`src/rtl/gtr_pkg.sv`:
```
// Shared constants and types for the graph traversal block.
// No dependencies; used by the scan lanes, the merge stage, the top level and the checker.
package gtr_pkg;

  // Graph and store sizes
  localparam int MaxVertices = 32;
  localparam int StackDepth  = 64;

  // Port widths fixed by the interface
  localparam int VertexW = 6;
  localparam int CountW  = 6;
  localparam int RowW    = 32;

  // Internal widths
  localparam int VIdxW  = $clog2(MaxVertices);
  localparam int QPtrW  = $clog2(MaxVertices + 1);
  localparam int SIdxW  = $clog2(StackDepth);
  localparam int SLvlW  = $clog2(StackDepth + 1);

  // Neighbor scan split into lanes
  localparam int NumLanes  = 4;
  localparam int LaneWidth = MaxVertices / NumLanes;
  localparam int LaneIdxW  = $clog2(LaneWidth);
  localparam int LaneSelW  = $clog2(NumLanes);

  // Item modes
  localparam logic [1:0] ModeLoad = 2'd0;
  localparam logic [1:0] ModeBfs  = 2'd1;
  localparam logic [1:0] ModeDfs  = 2'd2;

  // What one lane found in its slice of the neighbor mask
  typedef struct packed {
    logic                hit;
    logic [LaneIdxW-1:0] pos;
  } lane_hit_t;

  // Merged scan result: vertex index (vertex number minus one)
  typedef struct packed {
    logic             hit;
    logic [VIdxW-1:0] idx;
  } scan_t;

endpackage

```
`src/rtl/gtr_scan_lane.sv`:
```
// One lane of the neighbor scan: finds the lowest or highest set bit in its slice.
// Depends on gtr_pkg.
module gtr_scan_lane (
  input  logic [gtr_pkg::LaneWidth-1:0] seg_i,
  input  logic                          from_top_i,
  output gtr_pkg::lane_hit_t            hit_o
);
  import gtr_pkg::*;

  always_comb begin
    hit_o = '0;
    if (from_top_i) begin
      // ascending walk, last hit wins: highest bit
      for (int k = 0; k < LaneWidth; k++) begin
        if (seg_i[k]) begin
          hit_o.hit = 1'b1;
          hit_o.pos = LaneIdxW'(k);
        end
      end
    end else begin
      // descending walk, last hit wins: lowest bit
      for (int k = LaneWidth - 1; k >= 0; k--) begin
        if (seg_i[k]) begin
          hit_o.hit = 1'b1;
          hit_o.pos = LaneIdxW'(k);
        end
      end
    end
  end

endmodule

```
`src/rtl/gtr_scan_merge.sv`:
```
// Merge stage of the neighbor scan: picks the winning lane and forms the vertex index.
// Depends on gtr_pkg.
module gtr_scan_merge (
  input  gtr_pkg::lane_hit_t [gtr_pkg::NumLanes-1:0] lanes_i,
  input  logic                                       from_top_i,
  output gtr_pkg::scan_t                             result_o
);
  import gtr_pkg::*;

  always_comb begin
    result_o = '0;
    if (from_top_i) begin
      for (int l = 0; l < NumLanes; l++) begin
        if (lanes_i[l].hit) begin
          result_o.hit = 1'b1;
          result_o.idx = {LaneSelW'(l), lanes_i[l].pos};
        end
      end
    end else begin
      for (int l = NumLanes - 1; l >= 0; l--) begin
        if (lanes_i[l].hit) begin
          result_o.hit = 1'b1;
          result_o.idx = {LaneSelW'(l), lanes_i[l].pos};
        end
      end
    end
  end

endmodule

```
`src/rtl/graph_traversal_bfs_dfs_top.sv`:
```
// Graph traversal block (breadth-first and depth-first) over an adjacency matrix.
// Depends on gtr_pkg, gtr_scan_lane and gtr_scan_merge.
//
// A transaction is taken at a rising edge with start high and busy low. A load
// (mode 0) writes one adjacency row in that cycle and leaves busy low. A traversal
// (mode 1 breadth-first, mode 2 depth-first) with a valid start vertex raises busy
// and emits the visited vertices one per strobe on vertex_valid_o, the final one
// with last_o set; the receiver cannot stall, so take every strobe. Breadth-first
// pops a vertex from the queue, reads its row, marks the new active neighbors and
// then scans them out into the queue. Depth-first pops the stack, reads the row,
// marks the popped vertex if it is new, then scans the new neighbors onto the
// stack; pops of already visited vertices still read and scan their row. The walk
// is paced by the single read port of the row memory and of the queue or stack,
// and by the neighbor scan handing out one neighbor per cycle. Results trail
// their discovery by one vertex, since a vertex is only known to be final once
// the walk has ended. Configuration (vertex_count) is written through its own
// valid/ready channel, always ready.
module graph_traversal_bfs_dfs_top (
  input  logic                        clk_i,
  input  logic                        rst_ni,
  // item channel
  input  logic                        start,
  output logic                        busy,
  input  logic [1:0]                  mode_i,
  input  logic [gtr_pkg::VertexW-1:0] row_vertex_i,
  input  logic [gtr_pkg::RowW-1:0]    row_edges_i,
  input  logic [gtr_pkg::VertexW-1:0] start_vertex_i,
  // result channel
  output logic                        vertex_valid_o,
  output logic [gtr_pkg::VertexW-1:0] vertex_o,
  output logic                        last_o,
  // configuration channel
  input  logic                        cfg_valid_i,
  output logic                        cfg_ready_o,
  input  logic [gtr_pkg::CountW-1:0]  cfg_data_i
);
  import gtr_pkg::*;

  typedef enum logic [9:0] {
    StIdle  = 10'b00_0000_0001,
    StBPop  = 10'b00_0000_0010,
    StBRow  = 10'b00_0000_0100,
    StBMask = 10'b00_0000_1000,
    StBScan = 10'b00_0001_0000,
    StDPop  = 10'b00_0010_0000,
    StDRow  = 10'b00_0100_0000,
    StDMask = 10'b00_1000_0000,
    StDScan = 10'b01_0000_0000,
    StFin   = 10'b10_0000_0000
  } state_e;

  state_e state_q, state_d;

  logic [CountW-1:0]      vc_q;
  logic [MaxVertices-1:0] visited_q, visited_d;
  logic [MaxVertices-1:0] mask_q, mask_d;
  logic [QPtrW-1:0]       head_q, head_d, tail_q, tail_d;
  logic [SLvlW-1:0]       level_q, level_d;
  logic [VIdxW-1:0]       pend_q, pend_d;
  logic                   pend_vld_q, pend_vld_d;
  logic                   out_vld_q, out_vld_d;
  logic [VertexW-1:0]     out_vertex_q, out_vertex_d;
  logic                   out_last_q, out_last_d;

  // Memories: adjacency rows, breadth-first queue, depth-first stack
  logic [MaxVertices-1:0] adj_mem [MaxVertices];
  logic [VIdxW-1:0]       q_mem   [MaxVertices];
  logic [VIdxW-1:0]       s_mem   [StackDepth];

  logic                   adj_we;
  logic [VIdxW-1:0]       adj_waddr, adj_raddr;
  logic [MaxVertices-1:0] adj_rd_q;
  logic                   q_we;
  logic [VIdxW-1:0]       q_waddr, q_wdata, q_raddr, q_rd_q;
  logic                   s_we;
  logic [SIdxW-1:0]       s_waddr, s_raddr;
  logic [VIdxW-1:0]       s_wdata, s_rd_q;

  logic [CountW-1:0]      n_act;
  logic [MaxVertices-1:0] act_mask;
  logic                   accept, start_ok, row_ok;
  logic [VIdxW-1:0]       s_idx;
  logic                   visit;
  logic [VIdxW-1:0]       visit_x;
  logic [MaxVertices-1:0] new_nb;

  // Scan lanes and merge
  lane_hit_t [NumLanes-1:0] lane_hits;
  scan_t                    scan;
  logic                     from_top;

  assign from_top = (state_q == StDScan);

  for (genvar l = 0; l < NumLanes; l++) begin : g_lane
    gtr_scan_lane u_lane (
      .seg_i      (mask_q[l*LaneWidth +: LaneWidth]),
      .from_top_i (from_top),
      .hit_o      (lane_hits[l])
    );
  end

  gtr_scan_merge u_merge (
    .lanes_i    (lane_hits),
    .from_top_i (from_top),
    .result_o   (scan)
  );

  // Effective vertex count and its mask
  assign n_act = (vc_q > CountW'(MaxVertices)) ? CountW'(MaxVertices) : vc_q;

  always_comb begin
    for (int i = 0; i < MaxVertices; i++) begin
      act_mask[i] = (CountW'(i) < n_act);
    end
  end

  assign busy        = (state_q != StIdle);
  assign accept      = start && !busy;
  assign start_ok    = (start_vertex_i != '0) && (start_vertex_i <= n_act);
  assign row_ok      = (row_vertex_i != '0) && (row_vertex_i <= VertexW'(MaxVertices));
  assign s_idx       = VIdxW'(start_vertex_i - VertexW'(1));
  assign cfg_ready_o = 1'b1;

  // Fixed read addresses: queue at head, stack at top, row at the current vertex
  assign q_raddr   = head_q[VIdxW-1:0];
  assign s_raddr   = SIdxW'(level_q - SLvlW'(1));
  assign adj_raddr = (state_q == StBRow) ? q_rd_q : s_rd_q;
  assign adj_waddr = VIdxW'(row_vertex_i - VertexW'(1));
  assign new_nb    = adj_rd_q & ~visited_q & act_mask;

  always_comb begin
    state_d   = state_q;
    visited_d = visited_q;
    mask_d    = mask_q;
    head_d    = head_q;
    tail_d    = tail_q;
    level_d   = level_q;
    adj_we    = 1'b0;
    q_we      = 1'b0;
    q_waddr   = tail_q[VIdxW-1:0];
    q_wdata   = scan.idx;
    s_we      = 1'b0;
    s_waddr   = level_q[SIdxW-1:0];
    s_wdata   = scan.idx;
    visit     = 1'b0;
    visit_x   = q_rd_q;

    case (state_q)
      StIdle: begin
        if (accept) begin
          if (mode_i == ModeLoad) begin
            adj_we = row_ok;
          end else if (mode_i == ModeBfs && start_ok) begin
            // seed queue with the start vertex and mark it
            visited_d = MaxVertices'(1) << s_idx;
            q_we      = 1'b1;
            q_waddr   = '0;
            q_wdata   = s_idx;
            head_d    = '0;
            tail_d    = QPtrW'(1);
            state_d   = StBPop;
          end else if (mode_i == ModeDfs && start_ok) begin
            visited_d = '0;
            s_we      = 1'b1;
            s_waddr   = '0;
            s_wdata   = s_idx;
            level_d   = SLvlW'(1);
            state_d   = StDPop;
          end
        end
      end
      StBPop: begin
        if (head_q == tail_q) begin
          state_d = StFin;
        end else begin
          head_d  = head_q + QPtrW'(1);
          state_d = StBRow;
        end
      end
      StBRow: begin
        visit   = 1'b1;
        visit_x = q_rd_q;
        state_d = StBMask;
      end
      StBMask: begin
        // every new neighbor gets marked here, before it is queued
        mask_d    = new_nb;
        visited_d = visited_q | new_nb;
        state_d   = StBScan;
      end
      StBScan: begin
        if (scan.hit) begin
          if (tail_q < QPtrW'(MaxVertices)) begin
            q_we   = 1'b1;
            tail_d = tail_q + QPtrW'(1);
          end
          mask_d = mask_q & ~(MaxVertices'(1) << scan.idx);
        end else begin
          state_d = StBPop;
        end
      end
      StDPop: begin
        if (level_q == '0) begin
          state_d = StFin;
        end else begin
          level_d = level_q - SLvlW'(1);
          state_d = StDRow;
        end
      end
      StDRow: begin
        visit_x = s_rd_q;
        if (!visited_q[s_rd_q]) begin
          visit     = 1'b1;
          visited_d = visited_q | (MaxVertices'(1) << s_rd_q);
        end
        state_d = StDMask;
      end
      StDMask: begin
        mask_d  = new_nb;
        state_d = StDScan;
      end
      StDScan: begin
        // push highest first; once the stack is full the rest are dropped
        if (scan.hit && level_q < SLvlW'(StackDepth)) begin
          s_we    = 1'b1;
          level_d = level_q + SLvlW'(1);
          mask_d  = mask_q & ~(MaxVertices'(1) << scan.idx);
        end else begin
          state_d = StDPop;
        end
      end
      StFin: begin
        state_d = StIdle;
      end
      default: begin
        state_d = StIdle;
      end
    endcase
  end

  // Result path: hold one visited vertex back until the next one shows up or the
  // walk ends, so the final vertex can carry last.
  always_comb begin
    pend_d       = pend_q;
    pend_vld_d   = pend_vld_q;
    out_vld_d    = 1'b0;
    out_vertex_d = out_vertex_q;
    out_last_d   = out_last_q;
    if (visit) begin
      if (pend_vld_q) begin
        out_vld_d    = 1'b1;
        out_vertex_d = VertexW'(pend_q) + VertexW'(1);
        out_last_d   = 1'b0;
      end
      pend_d     = visit_x;
      pend_vld_d = 1'b1;
    end else if (state_q == StFin) begin
      out_vld_d    = pend_vld_q;
      out_vertex_d = VertexW'(pend_q) + VertexW'(1);
      out_last_d   = 1'b1;
      pend_vld_d   = 1'b0;
    end
  end

  always_ff @(posedge clk_i or negedge rst_ni) begin
    if (!rst_ni) begin
      state_q    <= StIdle;
      vc_q       <= CountW'(32);
      visited_q  <= '0;
      head_q     <= '0;
      tail_q     <= '0;
      level_q    <= '0;
      pend_vld_q <= 1'b0;
      out_vld_q  <= 1'b0;
    end else begin
      state_q    <= state_d;
      visited_q  <= visited_d;
      head_q     <= head_d;
      tail_q     <= tail_d;
      level_q    <= level_d;
      pend_vld_q <= pend_vld_d;
      out_vld_q  <= out_vld_d;
      if (cfg_valid_i && cfg_ready_o) begin
        vc_q <= cfg_data_i;
      end
    end
  end

  // Payload registers, no reset
  always_ff @(posedge clk_i) begin
    mask_q       <= mask_d;
    pend_q       <= pend_d;
    out_vertex_q <= out_vertex_d;
    out_last_q   <= out_last_d;
  end

  // Adjacency row memory
  always_ff @(posedge clk_i) begin
    if (adj_we) begin
      adj_mem[adj_waddr] <= MaxVertices'(row_edges_i);
    end
    adj_rd_q <= adj_mem[adj_raddr];
  end

  // Breadth-first queue
  always_ff @(posedge clk_i) begin
    if (q_we) begin
      q_mem[q_waddr] <= q_wdata;
    end
    q_rd_q <= q_mem[q_raddr];
  end

  // Depth-first stack
  always_ff @(posedge clk_i) begin
    if (s_we) begin
      s_mem[s_waddr] <= s_wdata;
    end
    s_rd_q <= s_mem[s_raddr];
  end

  assign vertex_valid_o = out_vld_q;
  assign vertex_o       = out_vertex_q;
  assign last_o         = out_last_q;

endmodule

```
`config.mk`:
```
export PLATFORM = sky130hd
export DESIGN_NAME = graph_traversal_bfs_dfs_top
export DESIGN_NICKNAME = d
export VERILOG_FILES = /design/src/rtl/gtr_pkg.sv /design/src/rtl/gtr_scan_lane.sv /design/src/rtl/gtr_scan_merge.sv /design/src/rtl/graph_traversal_bfs_dfs_top.sv
export SDC_FILE = /design/constraint.sdc
export NUM_CORES = 2
export LEC_CHECK = 0
export BUFFER_PORTS_ARGS = -buffer_cell sky130_fd_sc_hd__buf_2
export CAP_MARGIN = 20
export CORE_MARGIN = 3
export CORE_UTILIZATION = 46
export CTS_CLUSTER_SIZE = 30
export DETAILED_ROUTE_END_ITERATION = 8
export PLACE_DENSITY_LB_ADDON = 0.15
export SLEW_MARGIN = 20
export SYNTH_ARGS = -nofsm -noshare
export SYNTH_HDL_FRONTEND = slang
export SYNTH_SLANG_ARGS = --single-unit
```
`constraint.sdc`:
```
create_clock -name clk_i -period 7.9 [get_ports clk_i]
set_clock_uncertainty 0.1 [all_clocks]
set_input_delay 0.79 -clock clk_i [delete_from_list [all_inputs] [get_ports clk_i]]
set_output_delay 0.79 -clock clk_i [all_outputs]
set_load 0.05 [all_outputs]
```
Word level (Yosys, flattened, before mapping)
Memories as Yosys holds them, arrays and structs flattened. A register that Yosys moved wholly into a read port is not among the register bits.
Cells that the tools add are included.
- reduce and logical (&&, ||, !) cells: 25
- $lt $le $gt $ge: 38
- shift-type cells: 3
- equal/unequal tests: 29
- add/sub/neg operators: 7
- bitwise logic cells: 7
- muxes and demuxes: 170
- operators with widths (cell ; count):
    $mux 4 ; 68
    $mux 32 ; 7
    $pmux 32 s3 ; 2
    $mux 6 ; 27
    $and 32x32->32 ; 3
    $lt 5x6->1 const A ; 16
    $shl 1x5->32 const A ; 3
    $pmux 10 s9 ; 1
    $mux 10 ; 8
    $mux 5 ; 15
    $not 32->32 ; 2
    $or 32x32->32 ; 2
    $lt 4x6->1 const A ; 8
    $mux 7 ; 6
    $mux 1 ; 29
    $ne 2x2->1 const B ; 13
    $lt 3x6->1 const A ; 4
    $pmux 6 s2 ; 2
    $pmux 7 s3 ; 1
    $reduce_and 5->1 ; 3
    $add 6x1->6 const B ; 2
    $lt 1x6->1 const A ; 2
    $lt 2x6->1 const A ; 2
    $reduce_bool 6->1 ; 2
    other kinds (39) ; 51
- memories kept: 3
- memory bits (writable): 1504
- flip-flop bits (word level): 113
- bits of input ports: 56
- word-level logic and storage cells: 294
- memories (name ; depth ; width ; rd ports ; clocked after Yosys merged registers in ; wr ports ; line ; text):
    adj_mem ; 32 ; 32 ; 1 ; 1 ; 1 ; graph_traversal_bfs_dfs_top.sv:66 ; logic [MaxVertices-1:0] adj_mem [MaxVertices];
    s_mem ; 64 ; 5 ; 1 ; 1 ; 1 ; graph_traversal_bfs_dfs_top.sv:68 ; logic [VIdxW-1:0] s_mem [StackDepth];
    q_mem ; 32 ; 5 ; 1 ; 1 ; 1 ; graph_traversal_bfs_dfs_top.sv:67 ; logic [VIdxW-1:0] q_mem [MaxVertices];

Depth between registers and ports, before layout
- word-level depth: 19
- depth in mapped cells: 12
- mapped depth without buffers: 10

Cells and area by module
Synthesis repeated with hierarchy kept, for this count alone.
- cells, all modules: 4619
- area total of the unflattened synthesis: 67452.2 um^2
- modules (own cells, without submodules) (module ; cells an instance ; instances ; area each (um^2)):
    graph_traversal_bfs_dfs_top ; 4478 ; 1 ; 66632.7
    gtr_scan_lane ; 24 ; 4 ; 138.9
    gtr_scan_merge ; 45 ; 1 ; 264.0

Worst setup path after synthesis
No wires, ideal clock.
- path kind: reg2reg
- start: register state_q[5]
- end: memory s_mem[0][4] (netlist name), data pin
- data required time: 7.099 ns
- setup time: 0.701 ns
- stages on the path, launching flop included: 8
- data arrival time: 4.939 ns
- path slack: 2.160 ns
- cell sequence: dfrtp_1 or4_1 buf_2 nor4b_2 nand2_1 a2111o_1 clkbuf_1 o21ai_0
- word-level cells in the longest chain between the ends: 12
- ends and longest elaborated chain (what ; line ; text):
    start: declaration ; graph_traversal_bfs_dfs_top.sv:52 ; state_e state_q, state_d;
    start signal: assignment ; graph_traversal_bfs_dfs_top.sv:267 ; state_q <= StIdle;
    start signal: assignment ; graph_traversal_bfs_dfs_top.sv:276 ; state_q <= state_d;
    $eq 10x9->1 ; graph_traversal_bfs_dfs_top.sv:92 ; assign from_top = (state_q == StDScan);
    $mux 4 ; gtr_scan_lane.sv:12 ; if (from_top_i) begin
    $mux 6 (4 in series) ; gtr_scan_merge.sv:21 ; if (lanes_i[l].hit) begin
    $mux 6 ; gtr_scan_merge.sv:12 ; if (from_top_i) begin
    $mux 5 ; graph_traversal_bfs_dfs_top.sv:162 ; end else if (mode_i == ModeDfs && start_ok) begin
    $mux 5 ; graph_traversal_bfs_dfs_top.sv:153 ; end else if (mode_i == ModeBfs && start_ok) begin
    $mux 5 ; graph_traversal_bfs_dfs_top.sv:151 ; if (mode_i == ModeLoad) begin
    $mux 5 ; graph_traversal_bfs_dfs_top.sv:150 ; if (accept) begin
    $mux 5 (*) ; graph_traversal_bfs_dfs_top.sv:148 ; case (state_q)
    via s_wdata[4] ; graph_traversal_bfs_dfs_top.sv:77 ; logic [VIdxW-1:0] s_wdata, s_rd_q;
    end: declaration ; graph_traversal_bfs_dfs_top.sv:68 ;
Mark *: on every way through the listed nets, which the timed path passes. The rest lies on a longest branch.

Final worst setup path
- start: register state_q[5]
- end: memory adj_mem[17][24], enable pin
- word-level cells in the longest chain between the ends: 7
- ends and longest elaborated chain (what ; line ; text):
    $ne 10x1->1 ; graph_traversal_bfs_dfs_top.sv:117 ; assign busy = (state_q != StIdle);
    $logic_not 1->1 ; graph_traversal_bfs_dfs_top.sv:118 ; assign accept = start && !busy;
    $logic_and 1x1->1 ; graph_traversal_bfs_dfs_top.sv:118 ;
    $mux 1 ; graph_traversal_bfs_dfs_top.sv:150 ;
    $mux 1 (*) ; graph_traversal_bfs_dfs_top.sv:148 ;
    $mux 1 (*) ; graph_traversal_bfs_dfs_top.sv:299 ; if (adj_we) begin
    $mux 1 (not written as such) (*) ; graph_traversal_bfs_dfs_top.sv:300 ; adj_mem[adj_waddr] <= MaxVertices'(row_edges_i);
    end: declaration ; graph_traversal_bfs_dfs_top.sv:66 ;
Mark *: on every way between the ends. The rest lies on a longest branch, timed or not.

==> flow_metrics.py <==
metrics = {
    "status": {
        "status": "complete, no violations",
    },
    "sta": {
        "post-route-min-period_ns": 5.69,
        "worst_slew_pin_slew_ns": 1.32,
        "timing.hold.ws_ns": 0.143,
        "slew-limit-headroom_pct": 12.0,
        "finalHoldViolations": 0,
        "fin_crit_sh_pct": 72.0,
        "fmax_mhz": 176,
        "final.setup.tns_ns": 0,
        "setup_viol": 0,
        "drv_slew": 0,
        "grt_setup_unrepaired": "false",
    },
    "yosys": {
        "postSynthAreaPerCell_sq_um": 15.5,
        "synth-seq-cells": 1659,
        "synth_edf_count": 1548,
        "synth_cells": 4344,
        "synthesis.nets": 4416,
        "ys_dominant_reg_cell": "edfxtp_1",
        "async_flop_share_pct": 4.16,
        "synth_area_sq_um": 67400,
        "yosysWarnings": 0,
        "ys_types": 72,
        "yosysSeqAreaShare_pct": 72.8,
    },
    "die": {
        "start_util_pct": 46.6,
        "core-area_sq_um": 145000,
        "dieArea_sq_um": 151000,
        "die_x_um": 389,
        "io_pins": 66,
        "rows": 139,
        "die_h_um": 389,
    },
    "setup_path": {
        "start_kind": "flip-flop",
        "slowest_delay_ns": 1.07,
        "crit_path_frequent_cell": "buf_4",
        "path_cells": "or4_1, nor4b_2, nand2_1, nor3_1, buf_4, and2_1, nand3b_1, nor2_4, buf_4",
        "worst_setup_path_end_kind": "flip-flop",
        "cp.required_ns": 8.27,
        "worstPathArrival_ns": 6.06,
        "crit_type": "flip-flop to flip-flop",
        "critPathMaxFanout": 24,
        "crit_slowest_cell": "nor2_4",
    },
    "routing": {
        "dr_total_vias": 39300,
        "drt_wl_total_mm": 179,
        "firstDrtPassIters": 9,
        "drt-wirelength-per-cell_um": 27.7,
        "drt_iter0_drc": 3960,
        "drtAntennaViolNets": 0,
        "via_per_inst": 6.10,
        "drc": 0,
    },
    "global_routing": {
        "grt_pass1_wl_mm": 265,
        "grtUsageTotal_pct": 23.6,
        "grt_pass1_vias": 38700,
        "overflow": 0,
        "grt_max_degree": 205,
        "antenna_found_initial": 16,
    },
    "power_and_ir_drop": {
        "power_mw": 25.0,
        "peakVddDrop_v": 0.000271,
        "p_per_area_nw_per_um2": 329,
        "p_leak_nw": 24.8,
    },
    "placed_design": {
        "gp_congestion": 0.903,
        "hpwl_mm": 106,
        "dpl.cell_count": 6131,
        "io_buffer_count": 64,
    },
    "finish": {
        "nFillCells": 11700,
        "seq_area_sq_um": 49100,
        "layout.nets": 4475,
        "layout_commonest_cell": "edfxtp_1",
        "syn_to_final_growth_pct": 12.7,
        "instances_no_fill": 6448,
        "multi_input_area_sq_um": 17700,
        "layout_common_cells": "edfxtp_1 (1548), nor2_1 (423), nand2_1 (305), and3_1 (215), a211oi_1 (213)",
        "final_core_util_pct": 52.6,
        "drive_above_1_share_pct": 15.6,
    },
    "job": {
        "drv_cap": 0,
    },
    "hold_path": {
        "hold_path.class": "primary input to flip-flop",
    },
    "clocking": {
        "cts_made_buffers": 171,
        "clkSinkCount": 1659,
        "clk_latency_ns": 0.80,
        "max-clock-path-buffers": 3,
        "cts_htree_levels": 4,
        "cts_root_buffer": "clkbuf_16",
        "clk_transition_reported_paths_ns": 0.06,
        "post_cts_resized": 0,
        "cts_tree": "yes",
    },
}
[final cells by class]
class                           count  area share, %
Tap cell                         1903           3.13
Antenna cell                        6         0.0198
Multi-Input combinational cell   2373           23.2
Inverter                           35          0.173
Clock buffer                      218           6.03
Sequential cell                  1659           64.6
Clock inverter                     91           1.28
Timing Repair Buffer              163           1.53
[report_power, final]
part           internal [mW]  switching (mW)
combinational           2.49            4.26
sequential              9.88           0.369
clock                   4.63            3.38
[registers in the layout, summed over array words and instances (netlist names), 6 cells and up]
| signal | count |
|---|---|
| adj_mem | 1024 |
| adj_rd_q | 32 |
| head_q | 6 |
| level_q | 7 |
| mask_q | 32 |
| q_mem | 160 |
| s_mem | 320 |
| state_q | 10 |
| tail_q | 6 |
| vc_q | 6 |
| vertex_o | 6 |
| visited_q | 32 |
[metrics by stage]
stage | worst slack (ns) | cell area [sq um]
global route | 1.82 | 75900
global placement | 2.28 | 70400
finish | 2.21 | 76000
CTS | 2.15 | 75900
floorplan | 2.16 | 67400
detailed placement | 2.18 | 70400
[logic make-up after synthesis]
family                   after synthesis  synth area share [%]
AND/OR/NAND/NOR                     1300                  9.20
multiplexers                         311                  8.21
flip-flops                          1659                  72.8
other                                  1               0.00556
adder cells (fa/ha/maj)               16                 0.297
buffers and inverters                312                  1.82
AO/OA/AOI/OAI                        723                  7.40
XOR/XNOR                              22                 0.286
[worst max-delay path: cells and delay by family, from the launching register on]
kind,cells,cell delay [ns]
buffers and inverters,2,0.60
AND/OR/NAND/NOR,7,4.23
flip-flops,1,0.44
[path summary, 6_finish.rpt]
kind                               start         endpoint  slack, ns  depth (start not counted)
setup / recovery              state_q[5]  adj_mem[17][24]       2.21                          9
hold / removal             cfg_data_i[2]          vc_q[2]       0.14                          2
setup reg to reg              state_q[5]  adj_mem[17][24]       2.21                          9
hold reg to reg             visited_q[0]     visited_q[0]       0.45                          2
max in group asynchronous         rst_ni       level_q[0]       6.58                          2
min in group asynchronous         rst_ni   vertex_valid_o       0.51                          2
[synth_stat cells, types with 31 or more instances]
library cell / instances / area [sq um]
nor4_1: 63 / 394
o21ai_0: 40 / 200
a2111oi_0: 62 / 543
nand3_1: 96 / 480
a31oi_1: 31 / 194
dfrtp_1: 67 / 1680
nand2_1: 308 / 1160
a21oi_1: 202 / 1010
o221ai_1: 35 / 307
and3_1: 217 / 1360
mux4_2: 192 / 4320
edfxtp_1: 1548 / 46500
mux2i_1: 103 / 1030
dfxtp_1: 42 / 841
clkbuf_1: 212 / 796
nor2_1: 455 / 1710
a32oi_1: 32 / 280
a211oi_1: 213 / 1600
o22ai_1: 36 / 225
buf_2: 39 / 195
inv_1: 32 / 120
[timing repair]
action                                 in CTS  in global routing
setup buffers                               0                  0
endpoints found under the hold margin       0                 42
hold buffers                                0                  1
[layer usage]
metal	GRT usage [%]	part of all wire, %	vias up
met2	37.4	47	1444
met1	34.3	44	20200
met3	3.77	6.2	308
li1	-	-	17300
met5	0	0.040	-
met4	6.07	2.5	10
(Power assumes the default switching activity.)
